**src/design/dtt_pkg.sv**
```systemverilog
// Shared types and constants for the deferred-trust tracker.
package dtt_pkg;

  localparam int DEF_MAX_HOLDERS    = 8;
  localparam int DEF_MODULE_ID_BITS = 8;

  localparam int MODULE_ID_W = 8;
  localparam int COUNT_W     = 4;

  typedef enum logic [1:0] {
    MODE_OFF       = 2'd0,
    MODE_ON        = 2'd1,
    MODE_DEFERRING = 2'd2,
    MODE_DO_TRUST  = 2'd3
  } mode_t;

  typedef enum logic {
    KIND_DEFER    = 1'b0,
    KIND_FINALIZE = 1'b1
  } kind_t;

  typedef struct packed {
    logic                   kind;
    logic [MODULE_ID_W-1:0] mod_id;
    logic                   defer_on;
    logic                   was_blocked;
    logic                   was_allowed;
    logic                   was_trusted;
  } in_beat_t;

  typedef struct packed {
    logic               request_trust;
    logic               request_allow;
    logic [1:0]         mode;
    logic [COUNT_W-1:0] holder_count;
    logic               set_full;
  } out_beat_t;

  // Per-beat commands broadcast to every holder cell.
  typedef struct packed {
    logic insert;
    logic remove;
    logic flush;
  } cell_ctrl_t;

endpackage

```
**src/design/dtt_cell.sv**
```systemverilog
// One holder cell: a valid bit and a module id, with a lowest-free-slot ripple.
module dtt_cell import dtt_pkg::*; #(
  parameter int MODULE_ID_BITS = DEF_MODULE_ID_BITS
) (
  input  logic                      clk,
  input  logic                      rst_n,
  input  cell_ctrl_t                ctrl,
  input  logic [MODULE_ID_BITS-1:0] id_in,
  input  logic                      taken_in,
  output logic                      taken_out,
  output logic                      match
);

  logic                      valid_r, valid_nxt;
  logic [MODULE_ID_BITS-1:0] id_r, id_nxt;
  logic                      claim;

  assign match     = valid_r && (id_r == id_in);
  // A free cell takes the insert only if no cell to its left is free.
  assign claim     = ctrl.insert && !valid_r && !taken_in;
  assign taken_out = taken_in || !valid_r;

  always_comb begin
    valid_nxt = valid_r;
    id_nxt    = id_r;
    priority if (ctrl.flush) begin
      valid_nxt = 1'b0;
    end else if (claim) begin
      valid_nxt = 1'b1;
      id_nxt    = id_in;
    end else if (ctrl.remove && match) begin
      valid_nxt = 1'b0;
    end
  end

  always_ff @(posedge clk) begin
    if (!rst_n) begin
      valid_r <= 1'b0;
    end else begin
      valid_r <= valid_nxt;
    end
  end

  always_ff @(posedge clk) begin
    id_r <= id_nxt;
  end

endmodule

```
**src/design/deferred_trust_tracker.sv**
```systemverilog
// Top level of the deferred-trust tracker: beat register, mode logic, holder cell row.
//
//   channel | ports                    | handshake
//   --------+--------------------------+----------------------------------
//   input   | start, busy, in_beat     | beat taken when start && !busy
//   result  | out_valid, out_beat      | one-cycle strobe, never stalled
//
// The accept edge latches a beat (busy goes high); the
// next edge updates the cell row and mode and registers the result, so
// out_valid pulses the cycle after busy. A new beat is not taken while busy is
// high, so each beat is finished before the next one is accepted.
// Reset (rst_n low, synchronous) empties the set, sets mode off, drops busy.
// The receiver cannot stall; nothing here waits on it.
module deferred_trust_tracker import dtt_pkg::*; #(
  parameter int MAX_HOLDERS    = DEF_MAX_HOLDERS,
  parameter int MODULE_ID_BITS = DEF_MODULE_ID_BITS
) (
  input  logic      clk,
  input  logic      rst_n,
  input  logic      start,
  output logic      busy,
  input  in_beat_t  in_beat,
  output logic      out_valid,
  output out_beat_t out_beat
);

  localparam int CntW    = $clog2(MAX_HOLDERS + 1);
  localparam int CntExtW = (CntW > COUNT_W) ? CntW : COUNT_W;
  localparam int IdExtW  = (MODULE_ID_BITS > MODULE_ID_W) ? MODULE_ID_BITS : MODULE_ID_W;

  // Latched beat, processed in the cycle after accept.
  logic      pend_r;
  in_beat_t  beat_r;

  mode_t           mode_r, mode_nxt;
  logic [CntW-1:0] cnt_r, cnt_nxt;

  logic      out_valid_r;
  out_beat_t out_beat_r, out_beat_nxt;

  logic [IdExtW-1:0]         id_ext;
  logic [MODULE_ID_BITS-1:0] id_w;
  logic [MAX_HOLDERS:0]      taken;
  logic [MAX_HOLDERS-1:0]    match;
  logic                      found;
  logic                      is_defer;
  logic                      set_full;
  cell_ctrl_t                ctrl;
  logic [CntExtW-1:0]        cnt_ext;

  assign busy      = pend_r;
  assign out_valid = out_valid_r;
  assign out_beat  = out_beat_r;

  // Ids are kept on their low MODULE_ID_BITS bits.
  assign id_ext = IdExtW'(beat_r.mod_id);
  assign id_w   = id_ext[MODULE_ID_BITS-1:0];

  assign taken[0] = 1'b0;

  for (genvar g = 0; g < MAX_HOLDERS; g++) begin : g_cell
    dtt_cell #(
      .MODULE_ID_BITS(MODULE_ID_BITS)
    ) u_cell (
      .clk      (clk),
      .rst_n    (rst_n),
      .ctrl     (ctrl),
      .id_in    (id_w),
      .taken_in (taken[g]),
      .taken_out(taken[g+1]),
      .match    (match[g])
    );
  end

  assign found    = |match;
  assign is_defer = (beat_r.kind == KIND_DEFER);

  // taken[MAX_HOLDERS] low means no free cell anywhere in the row.
  assign set_full = pend_r && is_defer && beat_r.defer_on && !found && !taken[MAX_HOLDERS];

  always_comb begin
    ctrl.insert = pend_r && is_defer && beat_r.defer_on && !found;
    ctrl.remove = pend_r && is_defer && !beat_r.defer_on;
    ctrl.flush  = pend_r && !is_defer &&
                  (beat_r.was_blocked || (mode_r == MODE_DO_TRUST && beat_r.was_allowed));
  end

  always_comb begin
    mode_nxt     = mode_r;
    cnt_nxt      = cnt_r;
    out_beat_nxt = '0;
    if (pend_r) begin
      if (is_defer) begin
        if (beat_r.defer_on) begin
          // First holder: mode moves before the insert.
          if (cnt_r == '0) begin
            mode_nxt = (mode_r == MODE_DO_TRUST) ? MODE_DEFERRING : MODE_ON;
          end
          if (!found && !set_full) begin
            cnt_nxt = cnt_r + CntW'(1);
          end
        end else if (found) begin
          cnt_nxt = cnt_r - CntW'(1);
          // Last holder gone.
          if (cnt_r == CntW'(1)) begin
            mode_nxt = (mode_r == MODE_DEFERRING) ? MODE_DO_TRUST : MODE_OFF;
          end
        end
      end else begin
        priority if (beat_r.was_blocked) begin
          mode_nxt = MODE_OFF;
          cnt_nxt  = '0;
        end else if (mode_r == MODE_DO_TRUST && beat_r.was_allowed) begin
          out_beat_nxt.request_trust = 1'b1;
          mode_nxt = MODE_OFF;
          cnt_nxt  = '0;
        end else if ((mode_r == MODE_ON || mode_r == MODE_DEFERRING) && beat_r.was_trusted) begin
          out_beat_nxt.request_allow = 1'b1;
          mode_nxt = MODE_DEFERRING;
        end else begin
          mode_nxt = mode_r;
        end
      end
    end
    cnt_ext                   = CntExtW'(cnt_nxt);
    out_beat_nxt.mode         = mode_nxt;
    out_beat_nxt.holder_count = cnt_ext[COUNT_W-1:0];
    out_beat_nxt.set_full     = set_full;
  end

  always_ff @(posedge clk) begin
    if (!rst_n) begin
      pend_r      <= 1'b0;
      mode_r      <= MODE_OFF;
      cnt_r       <= '0;
      out_valid_r <= 1'b0;
    end else begin
      pend_r      <= start && !pend_r;
      mode_r      <= mode_nxt;
      cnt_r       <= cnt_nxt;
      out_valid_r <= pend_r;
    end
  end

  always_ff @(posedge clk) begin
    if (start && !pend_r) begin
      beat_r <= in_beat;
    end
    out_beat_r <= out_beat_nxt;
  end

endmodule

```
**config.mk**
```make
export PLATFORM = sky130hd
export DESIGN_NAME = deferred_trust_tracker
export DESIGN_NICKNAME = d
export VERILOG_FILES = /design/src/design/dtt_pkg.sv /design/src/design/dtt_cell.sv /design/src/design/deferred_trust_tracker.sv
export SDC_FILE = /design/constraint.sdc
export NUM_CORES = 1
export LEC_CHECK = 0
export BUFFER_PORTS_ARGS = -buffer_cell sky130_fd_sc_hd__buf_2
export CORE_UTILIZATION = 40
export CTS_CLUSTER_SIZE = 12
export DETAILED_ROUTE_END_ITERATION = 8
export GPL_ROUTABILITY_DRIVEN = 0
export PLACE_DENSITY_LB_ADDON = 0.3
export REMOVE_ABC_BUFFERS = 1
export SYNTH_ARGS = -nofsm -noshare
export SYNTH_HDL_FRONTEND = slang
export SYNTH_HIERARCHICAL = 1
export SYNTH_SLANG_ARGS = --single-unit
```
**constraint.sdc**
```tcl
create_clock -name clk -period 4.1 [get_ports clk]
set_input_delay 0.615 -clock clk [delete_from_list [all_inputs] [get_ports clk]]
set_output_delay 0.615 -clock clk [all_outputs]
set_load 0.02 [all_outputs]
```
==> impl_metrics.yaml, run 1 <==
status:
  outcome: "completed"
global_route:
  antenna_found_initial: 0
  grt_max_degree: 18
  grt_overflow: 0
  grt_util_all_layers_pct: 15.7
  grt_pass1_wl_um: 13600
  grt_pass1_vias: 2632
clock_network:
  clockBufferDepth: 2
  cts_setup_buffers: 0
  clock-sinks: 102
  numCtsBuffers: 9
  h-tree-depth: 3
  clkLatencyLatePin_ps: 340
  cts-resized-gates: 0
  cts_root_buf: "clkbuf_16"
  cts_tree: "built"
  cts_hold_buffers: 0
  path_clk_slew_ps: 70
synth:
  synth_cells: 345
  avgSynthCellArea_sq_um: 13.2
  ys.flop_type: "edfxtp_1"
  synth_top_area_share_pct: 51.0
  ys_ff_latch: 102
  syn_area_sq_mm: 0.00454
  synthArstFlopShare_pct: 0
  yosysUniqueCellTypes: 37
  synth-edff-count: 77
  yosys-top-cells-area: "edfxtp_1 (51%), dfxtp_1 (11%), xnor2_1 (6.2%)"
  seq_area_frac_synth_pct: 62.0
  yosys.area.top_type: "edfxtp_1"
  synth_warnings: 6
die:
  core_area_sq_mm: 0.0109
  dieHeight_um: 109
  die_w_um: 109
  die_area_sq_mm: 0.0118
  rows: 38
  io-pin-count: 27
  start_util_pct: 41.5
layout:
  layout-drive-gt1-share_pct: 17.4
  num_antenna_cells: 0
  area_growth_syn_to_layout_pct: 16.5
  final_common_cell: "edfxtp_1"
  final_cell_mix: "edfxtp_1 (77), xnor2_1 (32), xor2_1 (32), buf_2 (26), dfxtp_1 (25)"
  fin_nets: 420
  n_fill_cell: 964
timing:
  rsz0062_at_grt: "false"
  fin_tns_setup_ps: 0
  period_share_pct: 81.9
  setup_viol: 0
  slew_headroom_pct: 29.8
  slew_violations: 0
  holdWs_ps: 445
  fin_crit_ps: 3360
  clock_skew_ps: 6.51
  tightestPinTransition_ps: 1050
  hold_viol: 0
  max_freq_mhz: 298
setup_path:
  r2r_cells: 10
  worstPathMaxFanout: 16
  critPathLaunchType: "register"
  crit_type: "register to register"
  cp.arrival_ps: 3420
  cp-end-kind: "register"
  cp.required_ps: 4160
  r2r_setup_slack_ps: 740
route:
  vias: 2742
  routedWlPerCell_um: 15.4
  routed_wl_um: 8360
  detail_route.first_pass.iterations: 5
  route.antenna.remaining_nets: 0
  route.detailed.drc: 0
  drt-initial-drc-count: 240
  vias_per_cell: 5.05
power_and_ir_drop:
  p_per_area_mw_per_mm2: 407
  ir_drop_mv: 0.249
  p_leak_uw: 0.00189
hold_path:
  hold_class: "input port to register"
  min_path_cells: 1
run:
  drv_cap: 0
placement:
  port_buffers: 26
  dp_hpwl_um: 5970
-- where the power goes --
part,internal [uW],leakage (uW),total (uW),switching (uW)
logic,42.2,0.000838,95.2,53.0
clock network,537,0.000152,906,369
registers,1120,0.000902,1150,24.8
-- sequential cells by signal, summed over array words and instances (netlist names) --
register               count
mode_r                     2
beat_r                     5
g_cell.u_cell/id_r        64
out_beat                   9
g_cell.u_cell/valid_r      8
busy                       1
cnt_r                      4
id_ext                     8
out_valid                  1
-- cell families after synthesis --
logic type | count (synthesis) | share of synthesized area, %
adder cells (fa/ha/maj) | 6 | 1.65
flip-flops | 102 | 62.0
multiplexers | 3 | 0.689
AO/OA/AOI/OAI | 35 | 5.02
XOR/XNOR | 64 | 12.4
AND/OR/NAND/NOR | 124 | 17.4
other | 1 | 0.0826
buffers and inverters | 10 | 0.855
-- area by class of cell --
cell class                      count  area, sq um  share of cell area [%]
Inverter                            9         33.8                   0.639
Sequential cell                   102         2810                    53.2
Clock inverter                      7         97.6                    1.85
Timing Repair Buffer               42          250                    4.73
Multi-Input combinational cell    234         1690                    32.0
Tap cell                          140          175                    3.31
Clock buffer                        9          225                    4.26
-- synth_stat cells, drive strengths merged (3+ instances only) --
master,n
a21oi,3
a31oi,10
and2,6
and3,9
and4,8
dfxtp,25
edfxtp,77
ha,6
inv,9
nand2,9
nand2b,12
nand3,14
nand4,3
nor2,15
nor2b,18
nor3,14
nor3b,10
o21ai,13
xnor2,32
xor2,32
-- through the flow --
| step | instances | power (uW) | area (sq um) | setup WS (ps) | util (%) |
|---|---|---|---|---|---|
| finish | 543 | 2150 | 5290 | 740 | 48.3 |
| global route | 543 | 2230 | 5290 | 362 | 48.3 |
| CTS | 543 | 2170 | 5290 | 640 | 48.3 |
| detailed placement | 527 | 1270 | 4960 | 646 | 45.4 |
| global placement | 527 | 1270 | 4960 | 703 | 45.4 |
| floorplan | 345 | 1220 | 4540 | 917 | - |
-- per-layer routing --
layer | part of all wire [%] | vias up | track usage (%)
li1 | - | 1365 | -
met1 | 50 | 1291 | 22.6
met2 | 45 | 73 | 22.8
met3 | 3.4 | 13 | 3.62
met4 | 1.9 | 0 | 6.56
met5 | 0 | - | 0
-- path summary, 6_finish.rpt --
check             startpoint                  endpoint
hold reg to reg     cnt_r[3]               out_beat[4]
hold / removal    in_beat[3]                 beat_r[3]
setup reg to reg   id_ext[7]  g_cell[2].u_cell/id_r[5]
setup / recovery   id_ext[7]  g_cell[2].u_cell/id_r[5]
-- critical path: stages (launching register included) --
cell,delay (ps)
edfxtp_1,790
xnor2_1,150
nand3_1,120
nor3_2,60
and4_1,210
nor4_4,410
nand2_1,250
nor2_1,440
nor2b_1,210
nor3b_1,220
buf_4,210
(Power assumes the default switching activity.)
==> inputs of run 2 (changes only) <==
==> constraint.sdc (replaced) <==
create_clock -name clk -period 2.8 [get_ports clk]
set_input_delay 0.42 -clock clk [delete_from_list [all_inputs] [get_ports clk]]
set_output_delay 0.42 -clock clk [all_outputs]
set_load 0.02 [all_outputs]
==> run 2 against run 1 <==
  * Combinational power rose by 99%
  * Largest cell class unchanged
  * Critical path depth rose by 2
  * Final area rose by 5.1%
==> impl_metrics.yaml, run 2 (synthesized netlist as in run 1, its figures left out) <==
layout:
  top_register: "g_cell.u_cell/id_r"
  n_fill_cell: 963
  largest_register_ffs: 64
  final_common_cell: "edfxtp_1"
  num_antenna_cells: 0
  layout-drive-gt1-share_pct: 24.8
  fin_cells: 555
  stdcell_area_sq_mm: 0.00555
  fin_nets: 432
  area_growth_syn_to_layout_pct: 22.4
  final_cell_mix: "edfxtp_1 (77), xnor2_1 (32), xor2_1 (30), buf_2 (26), dfxtp_1 (24)"
clock_network:
  path_clk_slew_ps: 60
  cts_root_buf: "clkbuf_16"
  numCtsBuffers: 9
  cts_tree: "built"
  clockBufferDepth: 2
  h-tree-depth: 3
  clkLatencyLatePin_ps: 340
  clock-sinks: 102
setup_path:
  critPathLaunchType: "register"
  r2r-end: "g_cell[3].u_cell/id_r[6]"
  timing.rr.start: "id_ext[7]"
  worstPathCellList: "buf_12, xnor2_1, nand3_1, nor3_2, and4_1, nor4_4, nand2_1, nor2_2, buf_4, nor2b_2, nor3b_2, buf_6"
  cp.required_ps: 2860
  cp_slowest_cell: "edfxtp_1"
  r2r_cells: 12
  worstPathMaxFanout: 12
  cp-end-kind: "register"
  crit_type: "register to register"
  cp-startpoint: "id_ext[7]"
  r2r_setup_slack_ps: 140
  cp.arrival_ps: 2710
  cp_slowest_stage_delay_ps: 430
timing:
  clock_skew_ps: 8.71
  tightestPinTransition_ps: 1100
  slew_headroom_pct: 26.5
  rsz0062_at_grt: "true"
  setup_viol: 0
  period_share_pct: 94.8
  fin_tns_setup_ps: 0
  hold_viol: 0
  slew_violations: 0
  max_freq_mhz: 377
  fin_crit_ps: 2660
global_route:
  grt_util_all_layers_pct: 16.1
  antenna_found_initial: 0
  grt_pass1_vias: 2708
  grt_max_degree: 17
  grt_overflow: 0
  grt_pass1_wl_um: 14000
hold_path:
  min_path_cells: 1
  min_to: "id_ext[0]"
  hold_class: "input port to register"
  holdCritStartpoint: "in_beat[4]"
power_and_ir_drop:
  ir_drop_mv: 0.363
  p_per_area_mw_per_mm2: 554
  p_leak_uw: 0.00202
placement:
  dp.cells: 539
  port_buffers: 26
  dp_hpwl_um: 5920
  place_area_sq_mm: 0.00511
die:
  die_w_um: 109
  die_area_sq_mm: 0.0118
  core_area_sq_mm: 0.0109
  start_util_pct: 41.5
  io-pin-count: 27
  rows: 38
  dieHeight_um: 109
route:
  routed_wl_um: 8560
  vias_per_cell: 5.03
  detail_route.first_pass.iterations: 4
  drt-initial-drc-count: 156
  route.detailed.drc: 0
  routedWlPerCell_um: 15.4
  route.antenna.remaining_nets: 0
  vias: 2789
run:
  drv_cap: 0
status:
  outcome: "completed"
[run 2: cell count changes in the layout (fill, tap and decap cells not counted), moves of 3 or more]
cell      change
nor3b_1       -7
buf_12        +5
nor3b_2       +7
nor2b_2       +7
clkbuf_1      +3
nor2b_1       -7
buf_6         +8
[run 2: per-stage QoR]
| stage | hold slack, ps | power, uW | setup WS [ps] | utilization, % |
|---|---|---|---|---|
| finish | 248 | 3080 | 145 | 50.8 |
| global route | 234 | 3190 | -22.4 | 50.8 |
| CTS | 235 | 3110 | 7.10 | 49.5 |
| global placement | 499 | 1870 | 38.1 | 46.8 |
| detailed placement | 510 | 1880 | 2.29 | 46.8 |
| floorplan | 479 | 1790 | -383 | - |
[run 2: timing repair]
item | in CTS | in global routing
cloned | 0 | 0
pin swaps | 1 | 3
setup endpoints to repair | 8 | 68
hold buffers | 0 | 0
gates resized for setup | 1 | 34
buffers inserted | 0 | 0
[run 2: cell type report]
type / instances / area [sq um] / share of cell area [%]
Tap cell: 140 / 175 / 3.15
Multi-Input combinational cell: 234 / 1800 / 32.5
Inverter: 9 / 33.8 / 0.608
Timing Repair Buffer: 54 / 433 / 7.80
Clock buffer: 13 / 250 / 4.51
Clock inverter: 3 / 43.8 / 0.789
Sequential cell: 102 / 2810 / 50.7
[run 2: worst max path at each step]
stage	endpoint	slack, ps	cells after the start
2_1_floorplan	g_cell[0].u_cell/id_r[0]	-380	9
3_3_place_gp	g_cell[6].u_cell/id_r[6]	40	11
3_5_place_dp	g_cell[6].u_cell/id_r[6]	2	11
4_1_cts	g_cell[0].u_cell/id_r[1]	7	12
5_1_grt	g_cell[6].u_cell/id_r[2]	-20	12
6_report	g_cell[3].u_cell/id_r[6]	140	12
[run 2: critical path: cells and delay by family, from the launching register on]
kind | cells | cell delay [ps]
and+or+nand+nor | 8 | 1320
DFF | 1 | 430
buffers and inverters | 3 | 490
xor gates and xnor gates | 1 | 120
[run 2: routing by layer]
metal  global-route usage, %  up-vias  share of wire (%)
li1                        -     1383                  -
met1                    22.7     1344                 49
met2                    23.7       53                 46
met3                    4.22        9                3.7
met4                    6.08        0                1.5
met5                       0        -                  0
[run 2: power breakdown]
| group | switching (uW) | total, uW | internal [uW] |
|---|---|---|---|
| Combinational | 107 | 189 | 82.7 |
| Sequential | 15.8 | 1660 | 1640 |
| Clock | 510 | 1230 | 718 |
==> inputs of run 3 (changes only) <==
--- a/config.mk
+++ b/config.mk
@@ -6,6 +6,7 @@
 export NUM_CORES = 1
 export LEC_CHECK = 0
 export BUFFER_PORTS_ARGS = -buffer_cell sky130_fd_sc_hd__buf_2
+export CORE_ASPECT_RATIO = 0.75
 export CORE_UTILIZATION = 40
 export CTS_CLUSTER_SIZE = 12
 export DETAILED_ROUTE_END_ITERATION = 8
==> run 3 against run 2 <==
  * Sequential share of layout area is 0.26 points lower
  * Maximum frequency is 2.2% lower
  * Clock power is 3% higher
  * Core utilization hardly changed
  * Clock skew is 1.3 ps higher
  * Final area is 0.52% higher
  * Register-to-register slack worse by 60 ps
  * Global-route usage is 0.32 points higher
  * Sequential cell count stayed put
  * Cell count is 0.54% higher
  * Power is 1.5% higher
  * Critical path type unchanged
  * Largest power group unchanged
  * Highest routed layer unchanged
==> impl_metrics.yaml, run 3 (synthesized netlist as in run 1, its figures left out) <==
status:
  outcome: "completed"
route:
  wl_met1_um: 4720
  routed_wl_um: 9230
  met2_length_um: 4020
  route.antenna.remaining_nets: 0
  vias_per_cell: 5.07
  drt-initial-drc-count: 188
  routedWlPerCell_um: 16.5
  vias: 2830
  dr.max_layer_used: "met4"
  wl_met3_um: 406
  detail_route.first_pass.iterations: 4
  route.detailed.drc: 0
clock_network:
  cts_tree: "built"
  numCtsBuffers: 9
  path_clk_slew_ps: 70
  h-tree-depth: 3
  cts_root_buf: "clkbuf_16"
  clkLatencyLatePin_ps: 350
  clockBufferDepth: 2
  clock-sinks: 102
die:
  die_area_sq_mm: 0.0118
  die_w_um: 125
  rows: 33
  core_area_sq_mm: 0.0110
  io-pin-count: 27
  start_util_pct: 41.3
  dieHeight_um: 94.2
timing:
  clock_skew_ps: 9.97
  fin_crit_ps: 2710
  period_share_pct: 96.9
  final.setup.worst_slack_ps: 86.0
  slew_violations: 0
  slew_headroom_pct: 40.2
  setup_viol: 0
  rsz0062_at_grt: "true"
  max_freq_mhz: 368
  tightestPinTransition_ps: 897
  hold_viol: 0
setup_path:
  critPathLaunchType: "register"
  cp.required_ps: 2850
  crit_family: "simple AND/OR/NAND/NOR gates"
  cp.arrival_ps: 2770
  crit_buf_inv: 3
  cp-end-kind: "register"
  worstPathCellList: "buf_4, xnor2_2, nand3_1, nor3_2, and4_1, nor4_4, nand2_1, nor2_2, buf_4, nor2b_1, nor3b_2, buf_4"
  cp_slowest_cell: "edfxtp_1"
  crit_top_cell: "buf_4"
  worstPathMaxFanout: 8
  cp_slowest_stage_delay_ps: 400
  crit_type: "register to register"
layout:
  area_growth_syn_to_layout_pct: 23.0
  fin_nets: 435
  num_antenna_cells: 0
  final_util_pct: 50.8
  final_cell_mix: "edfxtp_1 (77), xnor2_1 (30), xor2_1 (30), buf_2 (26), dfxtp_1 (24)"
  fin_cells: 558
  largest_register_ffs: 64
  top_register: "g_cell.u_cell/id_r"
  final_common_cell: "edfxtp_1"
  n_fill_cell: 956
  layout-drive-gt1-share_pct: 25.6
placement:
  port_buffers: 26
  dp_hpwl_um: 6130
  dp.cells: 539
  place_ws_ps: 23.0
power_and_ir_drop:
  p_per_area_mw_per_mm2: 560
  p_leak_uw: 0.00206
  p_total_uw: 3130
  ir_drop_mv: 0.446
global_route:
  grt_pass1_wl_um: 14400
  grt_util_all_layers_pct: 16.4
  grt_max_degree: 19
  grt_pass1_vias: 2717
  grt_overflow: 0
  antenna_found_initial: 0
hold_path:
  hold_class: "input port to register"
run:
  drv_cap: 0
run 3: cell types whose count changed in the layout (fill, tap and decap cells not counted), moves of 2 or more:
cell      previous run  this run
buf_4               15        20
buf_6                8         6
xnor2_1             32        30
nor2b_2              7         4
xnor2_2              0         2
clkbuf_1             3         0
nor2b_1             11        14
run 3: path summary, 6_finish.rpt:
check	start	to	slack (ps)	cells after the start
worst max register to register	id_ext[6]	g_cell[5].u_cell/id_r[6]	90	12
worst max-delay path	id_ext[6]	g_cell[5].u_cell/id_r[6]	90	12
worst min-delay path	in_beat[7]	id_ext[3]	240	1
worst min register to register	mode_r[0]	out_beat[5]	520	1
run 3: repair_timing:
| action | CTS | global route |
|---|---|---|
| setup endpoints to repair | 1 | 70 |
| pin swaps | 0 | 11 |
| gates resized for setup | 1 | 31 |
| hold endpoints to repair | 0 | 0 |
| hold buffers | 0 | 0 |
| buffers inserted | 0 | 3 |
run 3: metrics by stage:
step	hold slack, ps	area, sq um	setup TNS (ps)
2_1_floorplan	479	4540	-24530
3_3_place_gp	493	5110	0
3_5_place_dp	510	5110	0
4_1_cts	231	5430	0
5_1_grt	223	5580	-752
6_report	244	5580	0
run 3: area by class of cell:
| type | count | area (sq um) | area share [%] |
|---|---|---|---|
| Clock inverter | 7 | 80.1 | 1.43 |
| Tap cell | 140 | 175 | 3.14 |
| Timing Repair Buffer | 57 | 448 | 8.03 |
| Inverter | 9 | 33.8 | 0.605 |
| Multi-Input combinational cell | 234 | 1810 | 32.3 |
| Clock buffer | 9 | 225 | 4.03 |
| Sequential cell | 102 | 2810 | 50.4 |
run 3: worst reg2reg max path: stages (launching register included):
cell and delay, ps:
edfxtp_1 400, buf_4 210, xnor2_2 170, nand3_1 120, nor3_2 60, and4_1 220, nor4_4 290, nand2_1 120
nor2_2 130, buf_4 130, nor2b_1 160, nor3b_2 210, buf_4 200
run 3: power breakdown:
part	switching (uW)	internal, uW	leakage [uW]
combinational	110	83.5	0.00101
clock	567	704	0.000148
sequential	17.2	1640	0.000903
run 3: layer usage:
layer  vias up  GRT usage [%]
li1       1386              -
met1      1381           23.8
met2        56           23.7
met3         7           4.04
met4         0           5.79
met5         -              0
